[src/design/scfd_pkg.sv]
// Shared types, constants and arithmetic helpers for the stereo cross-feedback delay.
// No dependencies; used by every other file of the block.
package scfd_pkg;

   localparam int SAMPLE_W = 16;
   localparam int FEED_W   = 15;
   localparam int SUM_W    = SAMPLE_W + 1;

   localparam logic signed [SAMPLE_W-1:0] SAMPLE_MAX = 16'sh7FFF;
   localparam logic signed [SAMPLE_W-1:0] SAMPLE_MIN = 16'sh8000;

   typedef logic signed [SAMPLE_W-1:0] sample_type;
   typedef logic signed [FEED_W-1:0]   feed_type;
   typedef logic signed [SUM_W-1:0]    sum_type;

   // one line slot: the terms waiting for each channel
   typedef struct packed {
      feed_type to_left;
      feed_type to_right;
   } feed_pair_type;

   typedef struct packed {
      sample_type left;
      sample_type right;
   } stereo_type;

   // saturate a sum to the sample range
   function automatic sample_type clip16(input sum_type v);
      sample_type res;
      if (v > SUM_W'(SAMPLE_MAX)) begin
         res = SAMPLE_MAX;
      end else if (v < SUM_W'(SAMPLE_MIN)) begin
         res = SAMPLE_MIN;
      end else begin
         res = v[SAMPLE_W-1:0];
      end
      return res;
   endfunction

   // floor((v+1)/4) of the unclipped sum, kept to the stored width
   function automatic feed_type quarter15(input sum_type v);
      logic signed [SUM_W:0] t;
      t = (SUM_W+1)'(v) + (SUM_W+1)'(1);
      return t[FEED_W+1:2];
   endfunction

endpackage

[src/design/scfd_if.sv]
// Valid/ready channel interfaces for sample pairs in and results out.
// Depends on scfd_pkg for the sample type.
interface scfd_req_if;
   logic                valid;
   logic                ready;
   scfd_pkg::sample_type left_in;
   scfd_pkg::sample_type right_in;

   modport source (output valid, output left_in, output right_in, input ready);
   modport sink   (input valid, input left_in, input right_in, output ready);
endinterface

interface scfd_rsp_if;
   logic                valid;
   logic                ready;
   scfd_pkg::sample_type left_out;
   scfd_pkg::sample_type right_out;

   modport source (output valid, output left_out, output right_out, input ready);
   modport sink   (input valid, input left_out, input right_out, output ready);
endinterface

[src/design/scfd_line.sv]
// Feedback delay line: one write port, one registered read port, per-slot valid flags.
// Depends on scfd_pkg for the slot type.
module scfd_line #(
   parameter int DEPTH = 24,
   parameter int AW    = 5
) (
   input  logic                    clock,
   input  logic                    reset,
   input  logic                    rd_en,
   input  logic [AW-1:0]           rd_addr,
   output scfd_pkg::feed_pair_type rd_data,
   input  logic                    wr_en,
   input  logic [AW-1:0]           wr_addr,
   input  scfd_pkg::feed_pair_type wr_data
);
   import scfd_pkg::*;

   feed_pair_type     mem [DEPTH];
   logic [DEPTH-1:0]  slot_vld_ff;
   feed_pair_type     rd_word_ff;
   feed_pair_type     fwd_word_ff;
   logic              rd_vld_ff;
   logic              fwd_ff;

   // store the new terms and mark the slot written
   always_ff @(posedge clock) begin
      if (wr_en) begin
         mem[wr_addr] <= wr_data;
      end
   end

   always_ff @(posedge clock) begin
      if (reset) begin
         slot_vld_ff <= '0;
      end else if (wr_en) begin
         slot_vld_ff[wr_addr] <= 1'b1;
      end
   end

   // registered read; catch a write to the same slot in the same cycle
   always_ff @(posedge clock) begin
      if (rd_en) begin
         rd_word_ff  <= mem[rd_addr];
         rd_vld_ff   <= slot_vld_ff[rd_addr];
         fwd_ff      <= wr_en && (wr_addr == rd_addr);
         fwd_word_ff <= wr_data;
      end
   end

   // a slot never written reads as zero
   always_comb begin
      if (fwd_ff) begin
         rd_data = fwd_word_ff;
      end else if (rd_vld_ff) begin
         rd_data = rd_word_ff;
      end else begin
         rd_data = '0;
      end
   end

endmodule

[src/design/scfd_calc.sv]
// Cross-feedback arithmetic: add delayed terms, saturate outputs, form new quarters.
// Depends on scfd_pkg for types, clip16 and quarter15.
module scfd_calc (
   input  logic                    bypass,
   input  scfd_pkg::stereo_type    samples,
   input  scfd_pkg::feed_pair_type feed,
   output scfd_pkg::stereo_type    result,
   output scfd_pkg::feed_pair_type feed_new
);
   import scfd_pkg::*;

   sum_type sum_l;
   sum_type sum_r;

   // add each channel's sample to the term from the opposite channel
   assign sum_l = SUM_W'(samples.left)  + SUM_W'(feed.to_left);
   assign sum_r = SUM_W'(samples.right) + SUM_W'(feed.to_right);

   // pass samples through untouched while bypassed
   always_comb begin
      if (bypass) begin
         result = samples;
      end else begin
         result.left  = clip16(sum_l);
         result.right = clip16(sum_r);
      end
   end

   // cross the quarters over for the next lap of the line
   assign feed_new.to_left  = quarter15(sum_r);
   assign feed_new.to_right = quarter15(sum_l);

endmodule

[src/design/stereo_cross_feedback_delay.sv]
// Stereo cross-feedback delay: each accepted item passes through the input register and
// the result register before its result is presented. Throughput is one item per cycle
// while the output is not stalled; the line's single read and single write port serve one
// pair per cycle, with same-slot write data forwarded to the read.
// Synchronous reset clears bypass, the line position, the pipeline valids and the
// per-slot valid flags, so every slot reads as zero until first written.
module stereo_cross_feedback_delay #(
   parameter int DELAY_PAIRS = 24
) (
   input  logic     clock,
   input  logic     reset,
   scfd_req_if.sink   req_if,
   scfd_rsp_if.source rsp_if,
   input  logic     csr_wr_en,
   input  logic     csr_wr_data
);
   import scfd_pkg::*;

   localparam int AW = (DELAY_PAIRS > 1) ? $clog2(DELAY_PAIRS) : 1;
   localparam logic [AW-1:0] LAST_POS = AW'(DELAY_PAIRS - 1);

   logic          bypass_ff;
   logic [AW-1:0] pos_ff;
   logic [AW-1:0] pos_in;
   logic          s1_vld_ff;
   logic          s1_vld_in;
   stereo_type    s1_samp_ff;
   logic [AW-1:0] s1_addr_ff;
   logic          rsp_vld_ff;
   logic          rsp_vld_in;
   stereo_type    rsp_samp_ff;

   logic          req_fire;
   logic          s1_move;
   logic          wr_en;
   feed_pair_type rd_feed;
   feed_pair_type feed_new;
   stereo_type    calc_res;
   stereo_type    req_samp;

   // handshake
   assign req_fire     = req_if.valid && req_if.ready;
   assign s1_move      = s1_vld_ff && (!rsp_vld_ff || rsp_if.ready);
   assign req_if.ready = !s1_vld_ff || s1_move;
   assign wr_en        = s1_move && !bypass_ff;

   assign req_samp.left  = req_if.left_in;
   assign req_samp.right = req_if.right_in;

   // configuration register
   always_ff @(posedge clock) begin
      if (reset) begin
         bypass_ff <= 1'b0;
      end else if (csr_wr_en) begin
         bypass_ff <= csr_wr_data;
      end
   end

   // advance the line position per processed pair, wrap at the last slot
   always_comb begin
      pos_in = pos_ff;
      if (req_fire && !bypass_ff) begin
         pos_in = (pos_ff == LAST_POS) ? '0 : pos_ff + AW'(1);
      end
   end

   // pipeline valids
   always_comb begin
      s1_vld_in = s1_vld_ff;
      if (req_fire) begin
         s1_vld_in = 1'b1;
      end else if (s1_move) begin
         s1_vld_in = 1'b0;
      end
      rsp_vld_in = rsp_vld_ff;
      if (s1_move) begin
         rsp_vld_in = 1'b1;
      end else if (rsp_if.ready) begin
         rsp_vld_in = 1'b0;
      end
   end

   always_ff @(posedge clock) begin
      if (reset) begin
         pos_ff     <= '0;
         s1_vld_ff  <= 1'b0;
         rsp_vld_ff <= 1'b0;
      end else begin
         pos_ff     <= pos_in;
         s1_vld_ff  <= s1_vld_in;
         rsp_vld_ff <= rsp_vld_in;
      end
   end

   // input register: hold the item and its slot while the line read completes
   always_ff @(posedge clock) begin
      if (req_fire) begin
         s1_samp_ff <= req_samp;
         s1_addr_ff <= pos_ff;
      end
   end

   // result register
   always_ff @(posedge clock) begin
      if (s1_move) begin
         rsp_samp_ff <= calc_res;
      end
   end

   assign rsp_if.valid     = rsp_vld_ff;
   assign rsp_if.left_out  = rsp_samp_ff.left;
   assign rsp_if.right_out = rsp_samp_ff.right;

   scfd_line #(
      .DEPTH (DELAY_PAIRS),
      .AW    (AW)
   ) u_line (
      .clock   (clock),
      .reset   (reset),
      .rd_en   (req_fire),
      .rd_addr (pos_ff),
      .rd_data (rd_feed),
      .wr_en   (wr_en),
      .wr_addr (s1_addr_ff),
      .wr_data (feed_new)
   );

   scfd_calc u_calc (
      .bypass   (bypass_ff),
      .samples  (s1_samp_ff),
      .feed     (rd_feed),
      .result   (calc_res),
      .feed_new (feed_new)
   );

   // position moves only for a processed pair
   a_pos_hold: assert property (@(posedge clock) disable iff (reset)
      !(req_fire && !bypass_ff) |=> $stable(pos_ff))
      else $error("line position moved without a processed item");

   // no line write while bypassed
   a_no_write_bypass: assert property (@(posedge clock) disable iff (reset)
      bypass_ff |-> !wr_en)
      else $error("delay line written during bypass");

   // an item leaving the input register shows up as a result next cycle
   a_move_to_rsp: assert property (@(posedge clock) disable iff (reset)
      s1_move |=> rsp_vld_ff)
      else $error("result lost after leaving input register");

   // never overwrite a held item
   a_no_overrun: assert property (@(posedge clock) disable iff (reset)
      (s1_vld_ff && !s1_move) |-> !req_fire)
      else $error("item accepted over a stalled item");

endmodule

[src/flat_wrapper.sv]
// flat-port wrapper written by rule: the top's interface ports become plain ports
module stereo_cross_feedback_delay_flat import scfd_pkg::*;
#(
   parameter int DELAY_PAIRS = 24
)
  (clock, reset, csr_wr_en, csr_wr_data, req_if_valid, req_if_left_in, req_if_right_in, req_if_ready, rsp_if_valid, rsp_if_left_out, rsp_if_right_out, rsp_if_ready);
  scfd_req_if req_if_i ();
  scfd_rsp_if rsp_if_i ();
  input  logic clock;
  input  logic reset;
  input  logic csr_wr_en;
  input  logic csr_wr_data;
  input wire logic [$bits(req_if_i.valid)-1:0] req_if_valid;
  input wire logic [$bits(req_if_i.left_in)-1:0] req_if_left_in;
  input wire logic [$bits(req_if_i.right_in)-1:0] req_if_right_in;
  output wire logic [$bits(req_if_i.ready)-1:0] req_if_ready;
  output wire logic [$bits(rsp_if_i.valid)-1:0] rsp_if_valid;
  output wire logic [$bits(rsp_if_i.left_out)-1:0] rsp_if_left_out;
  output wire logic [$bits(rsp_if_i.right_out)-1:0] rsp_if_right_out;
  input wire logic [$bits(rsp_if_i.ready)-1:0] rsp_if_ready;
  assign req_if_i.valid = req_if_valid;
  assign req_if_i.left_in = req_if_left_in;
  assign req_if_i.right_in = req_if_right_in;
  assign req_if_ready = req_if_i.ready;
  assign rsp_if_valid = rsp_if_i.valid;
  assign rsp_if_left_out = rsp_if_i.left_out;
  assign rsp_if_right_out = rsp_if_i.right_out;
  assign rsp_if_i.ready = rsp_if_ready;
  stereo_cross_feedback_delay #(.DELAY_PAIRS(DELAY_PAIRS)) u_core (.clock(clock), .reset(reset), .req_if(req_if_i), .rsp_if(rsp_if_i), .csr_wr_en(csr_wr_en), .csr_wr_data(csr_wr_data));
endmodule
[config.mk]
export PLATFORM = sky130hd
export DESIGN_NAME = stereo_cross_feedback_delay_flat
export DESIGN_NICKNAME = d
export VERILOG_FILES = /design/src/design/scfd_pkg.sv /design/src/design/scfd_if.sv /design/src/design/scfd_line.sv /design/src/design/scfd_calc.sv /design/src/design/stereo_cross_feedback_delay.sv /design/src/flat_wrapper.sv
export SDC_FILE = /design/constraint.sdc
export NUM_CORES = 1
export LEC_CHECK = 0
export BUFFER_PORTS_ARGS = -buffer_cell sky130_fd_sc_hd__clkbuf_2
export CORE_UTILIZATION = 55
export DETAILED_ROUTE_END_ITERATION = 10
export PLACE_DENSITY = 0.73
export SLEW_MARGIN = 20
export SYNTH_ARGS = -nofsm -noshare
export SYNTH_HDL_FRONTEND = slang
export SYNTH_SLANG_ARGS = --single-unit
export TNS_END_PERCENT = 5
[constraint.sdc]
create_clock -name clock -period 5.6 [get_ports clock]
set_clock_uncertainty 0.2 [all_clocks]
set_input_delay 0.28 -clock clock [delete_from_list [all_inputs] [get_ports clock]]
set_output_delay 0.28 -clock clock [all_outputs]
set_load 0.01 [all_outputs]
==> run summary <==
The run finished with clean final reports. The number of flip-flops and latches in the synthesized netlist came out at 883. The global-route wire length before repair is 127000 um. The buffers plus inverters on the worst setup path came out at 1. The synthesized netlist net count came out at ~1900. The post-route antenna net violation count is 0. Summed over its instances, the top area cell type makes up a little under three quarters of the synthesized netlist area.

The total placed cells including tap cells came out at 2715. The number of H-tree levels came out at 3. The initial antenna violation count is 2.

The element type at the critical path end is a flop. The die width is 257 um. The maximum operating frequency came out at 0.193 GHz.

The fraction of final layout cells sized beyond drive strength 1 is 27.8%. The count of cells along the worst hold path is 2. After technology mapping, the gate count stands at 1807. The routed length per placed instance came out at 29.8 um. The detailed-route wire length is 87000 um. The biggest area contributor in the post-synthesis netlist is edfxtp_1. The slowest stage of the critical path is the xnor2_2 cell. The buffer depth of the longest clock path came out at 3. In the synthesized netlist the dominant register cell turns out to be edfxtp_1. The total core area is 63500 sq um. At the pin with the least slew margin, the transition time is between 1 and 1.5 ns.

The number of placed I/O pins is 72. The number of clock sinks is ~880. The clock-pin slew on the worst setup and hold paths came out at 0.06 ns. The highest net fanout along the worst path came out at 25.

For this run, the total global-route usage over all layers was measured as 26.9%. The site row count is 92. The remaining design rule violation count is 0.

The path class of the lowest-slack min-delay path is in2reg. The final-report max-slew violation count came out at 0. The logic depth of the worst register-to-register path is 12. The time the worst path needs with I/O delays and setup is 5.17 ns. After synthesis, the most frequently instantiated cells are edfxtp_1, mux4_2, nor2_1. The worst voltage drop across the vdd grid came out at 0.000251 V. The endpoint identified for the worst register-to-register timing path is u_core.u_line.mem[19][13].

The most common cell in the synthesized netlist is edfxtp_1. Once the floorplan was initialized, standard cells occupied 56.1% of the core. The repair_antennas step left the layout with diodes totalling 0. Port buffering added 71 buffers.

The sequential-to-total area share from yosys stat is 73.4%. The post-route setup TNS came out at 0 ns. The via count of the first global-routing pass came out at between 15000 and 20000. Max-cap violations in this run came to 0. The design draws 16.0 mW. The total grt overflow came out at 0.

The layout overhead on the synthesized area is 15.0%. For this run, the number of Yosys warnings is 0. Sorting the synthesized cells by area gives the leading types as edfxtp_1, mux4_2, dfxtp_1. The beginning of the worst hold path is req_if_right_in[13]. The internal reg-to-reg setup slack is 0.43 ns. The total setup violations reported at the end of the flow came out at 0. The post-synth design cell area came out at about 36000 sq um.

The required arrival time at the worst endpoint came out at 5.70 ns. TritonCTS built the clock tree. Post-CTS timing repair inserted 0 buffers for setup.

The largest net degree at the start of global routing is 55. The async set or reset register ratio after synthesis is 0%. The number of search-and-repair iterations in the first detailed-routing pass came out at 5. Setup repair after global routing left no endpoint under its margin. The nature of the critical path startpoint is a flop.

Routability-driven placement finished with a final weighted congestion of 0.910. The total clock buffers created by CTS is 88. The via-per-instance ratio is 6.37. The number of enable-type register cells in the synthesized netlist is 851. The path with the worst hold slack has its endpoint at u_core.s1_samp_ff[13]. The relative max-transition margin came out at 30.0%. The cell sitting at the root of the clock tree is a clkbuf_16.

The vias after detailed routing came out at 18600. The worst path uses 92.4% of the clock period. The leakage power is 13.2 nW. The final hold violation count was 0. The floorplan step set the die height to 257 um. The worst setup path is of the reg2reg kind. At the later pin of the worst-skew pair, clock insertion delay measures 0.65 ns. Once layout is complete, the cells apart from fillers number just under 3000. At the end of the flow, the number of nets in the layout was 2070. Each instance of the synthesized netlist takes up on average 19.7 sq um. Traced cell by cell, the critical path runs through buf_4 > o21ai_0 > ha_1 > fa_1 > a21o_1 > a221oi_2 > xnor2_1 > nand4_1 > or4_4 > nor4_4 > nand2_1 > xnor2_2. The critical path's top delay family is simple AND/OR/NAND/NOR gates. Counting distinct cell types in the post-synthesis netlist gives 71. STA puts the critical path data arrival time at 5.28 ns.

The power density over cell area is 390 nW/um^2. The worst flop-to-flop path startpoint is u_core.u_line.fwd_ff. The delay of the slowest critical-path stage is 0.76 ns. The HPWL reported at the end of detailed placement came out at 50600 um. The initial DRC count came out at 2071. The floorplan die area is about 66000 sq um.
## worst max path at each step
stage | start | end | cells past startpoint
global placement | u_core.u_line.fwd_ff | u_core.u_line.mem[6][13] | 12
CTS | u_core.u_line.fwd_ff | u_core.u_line.mem[17][13] | 12
detailed placement | u_core.u_line.fwd_ff | u_core.u_line.mem[4][13] | 12
finish | u_core.u_line.fwd_ff | u_core.u_line.mem[19][13] | 12
floorplan | u_core.u_line.fwd_ff | u_core.u_line.fwd_word_ff[25] | 15
global route | u_core.u_line.fwd_ff | u_core.u_line.fwd_word_ff[25] | 13
## stage by stage
stage	util [%]	hold WS, ns	cell area (sq um)	worst slack, ns
global placement	59.3	0.244	37700	0.749
CTS	64.5	0.132	41000	0.566
global route	64.6	0.154	41000	0.233
floorplan	-	0.179	35700	0.872
detailed placement	59.4	0.257	37700	0.584
finish	64.6	0.162	41000	0.426
## what timing repair did
action / CTS / global route
hold buffers: 37 / 0
gates resized for setup: 0 / 0
endpoints found under the hold margin: 36 / 0
## where the power goes
part | internal [mW] | total (mW) | switching, mW
Sequential | 8.00 | 8.09 | 0.0900
Combinational | 0.713 | 2.07 | 1.35
Clock | 3.37 | 5.85 | 2.48
Total | 12.1 | 16.0 | 3.92
## cells by family (layout without fill, tap and decap cells)
| group | Yosys count | after routing | share of synthesized area [%] |
|---|---|---|---|
| multiplexers | 266 | 266 | 15.1 |
| AO/OA/AOI/OAI | 175 | 175 | 3.46 |
| flip-flops | 883 | 883 | 73.4 |
| buffers and inverters | 98 | 362 | 1.09 |
| AND/OR/NAND/NOR | 269 | 269 | 3.51 |
| adder cells (fa/ha/maj) | 56 | 56 | 1.88 |
| XOR/XNOR | 60 | 60 | 1.49 |
## state kept, by name (all words and copies together) (netlist names)
register                   cells
u_core.u_line.mem            720
u_core.bypass_ff               1
u_core.s1_samp_ff             32
u_core.s1_vld_ff               1
u_core.u_line.fwd_word_ff     30
u_core.u_line.rd_word_ff      30
u_core.rsp_if.right_out       16
u_core.pos_ff                  5
u_core.rsp_if.left_out        16
u_core.u_line.rd_vld_ff        1
u_core.s1_addr_ff              5
u_core.u_line.fwd_ff           1
u_core.u_line.slot_vld_ff     24
u_core.rsp_if.valid            1
## cell usage in the layout, fill, tap and decap left out, types with 9 or more instances in the layout
cell / synthesis / final
clkinv_1: 0 / 17
bufinv_16: 0 / 9
clkbuf_16: 0 / 89
a22o_1: 31 / 31
a21oi_1: 60 / 60
nand2_1: 58 / 58
mux2_2: 13 / 13
mux2i_1: 36 / 36
nand3_1: 15 / 15
buf_4: 0 / 64
edfxtp_1: 851 / 851
nor2_4: 0 / 21
inv_1: 16 / 15
mux4_2: 217 / 217
clkbuf_2: 0 / 71
dfxtp_1: 32 / 26
xor2_1: 29 / 27
nor2_1: 126 / 105
nor2b_1: 15 / 14
o21ai_0: 13 / 13
clkinv_2: 0 / 15
ha_1: 33 / 33
clkbuf_1: 53 / 24
maj3_1: 14 / 14
o21ai_1: 10 / 10
xnor2_1: 30 / 20
dlygate4sd3_1: 0 / 37
## area by class of cell
class | instances | area (sq um)
timing repair buffer | 182 | 1430
multi-input combinational | 826 | 9420
inverter | 16 | 62.6
clock inverter | 50 | 524
fill | 4153 | 22500
sequential | 883 | 26200
clock buffer | 114 | 2330
tap | 846 | 1060
## routing by layer
metal / wire (um) / up-vias / global-route usage, % / part of all wire, %
li1: - / 7769 / - / -
met5: 18 / - / 0 / 0.021
met2: 41000 / 998 / 41.4 / 47
met4: 2530 / 2 / 9.39 / 2.9
met3: 7630 / 163 / 4.99 / 8.8
met1: 35900 / 9658 / 38.9 / 41
Power figures use the tool's default switching activity.
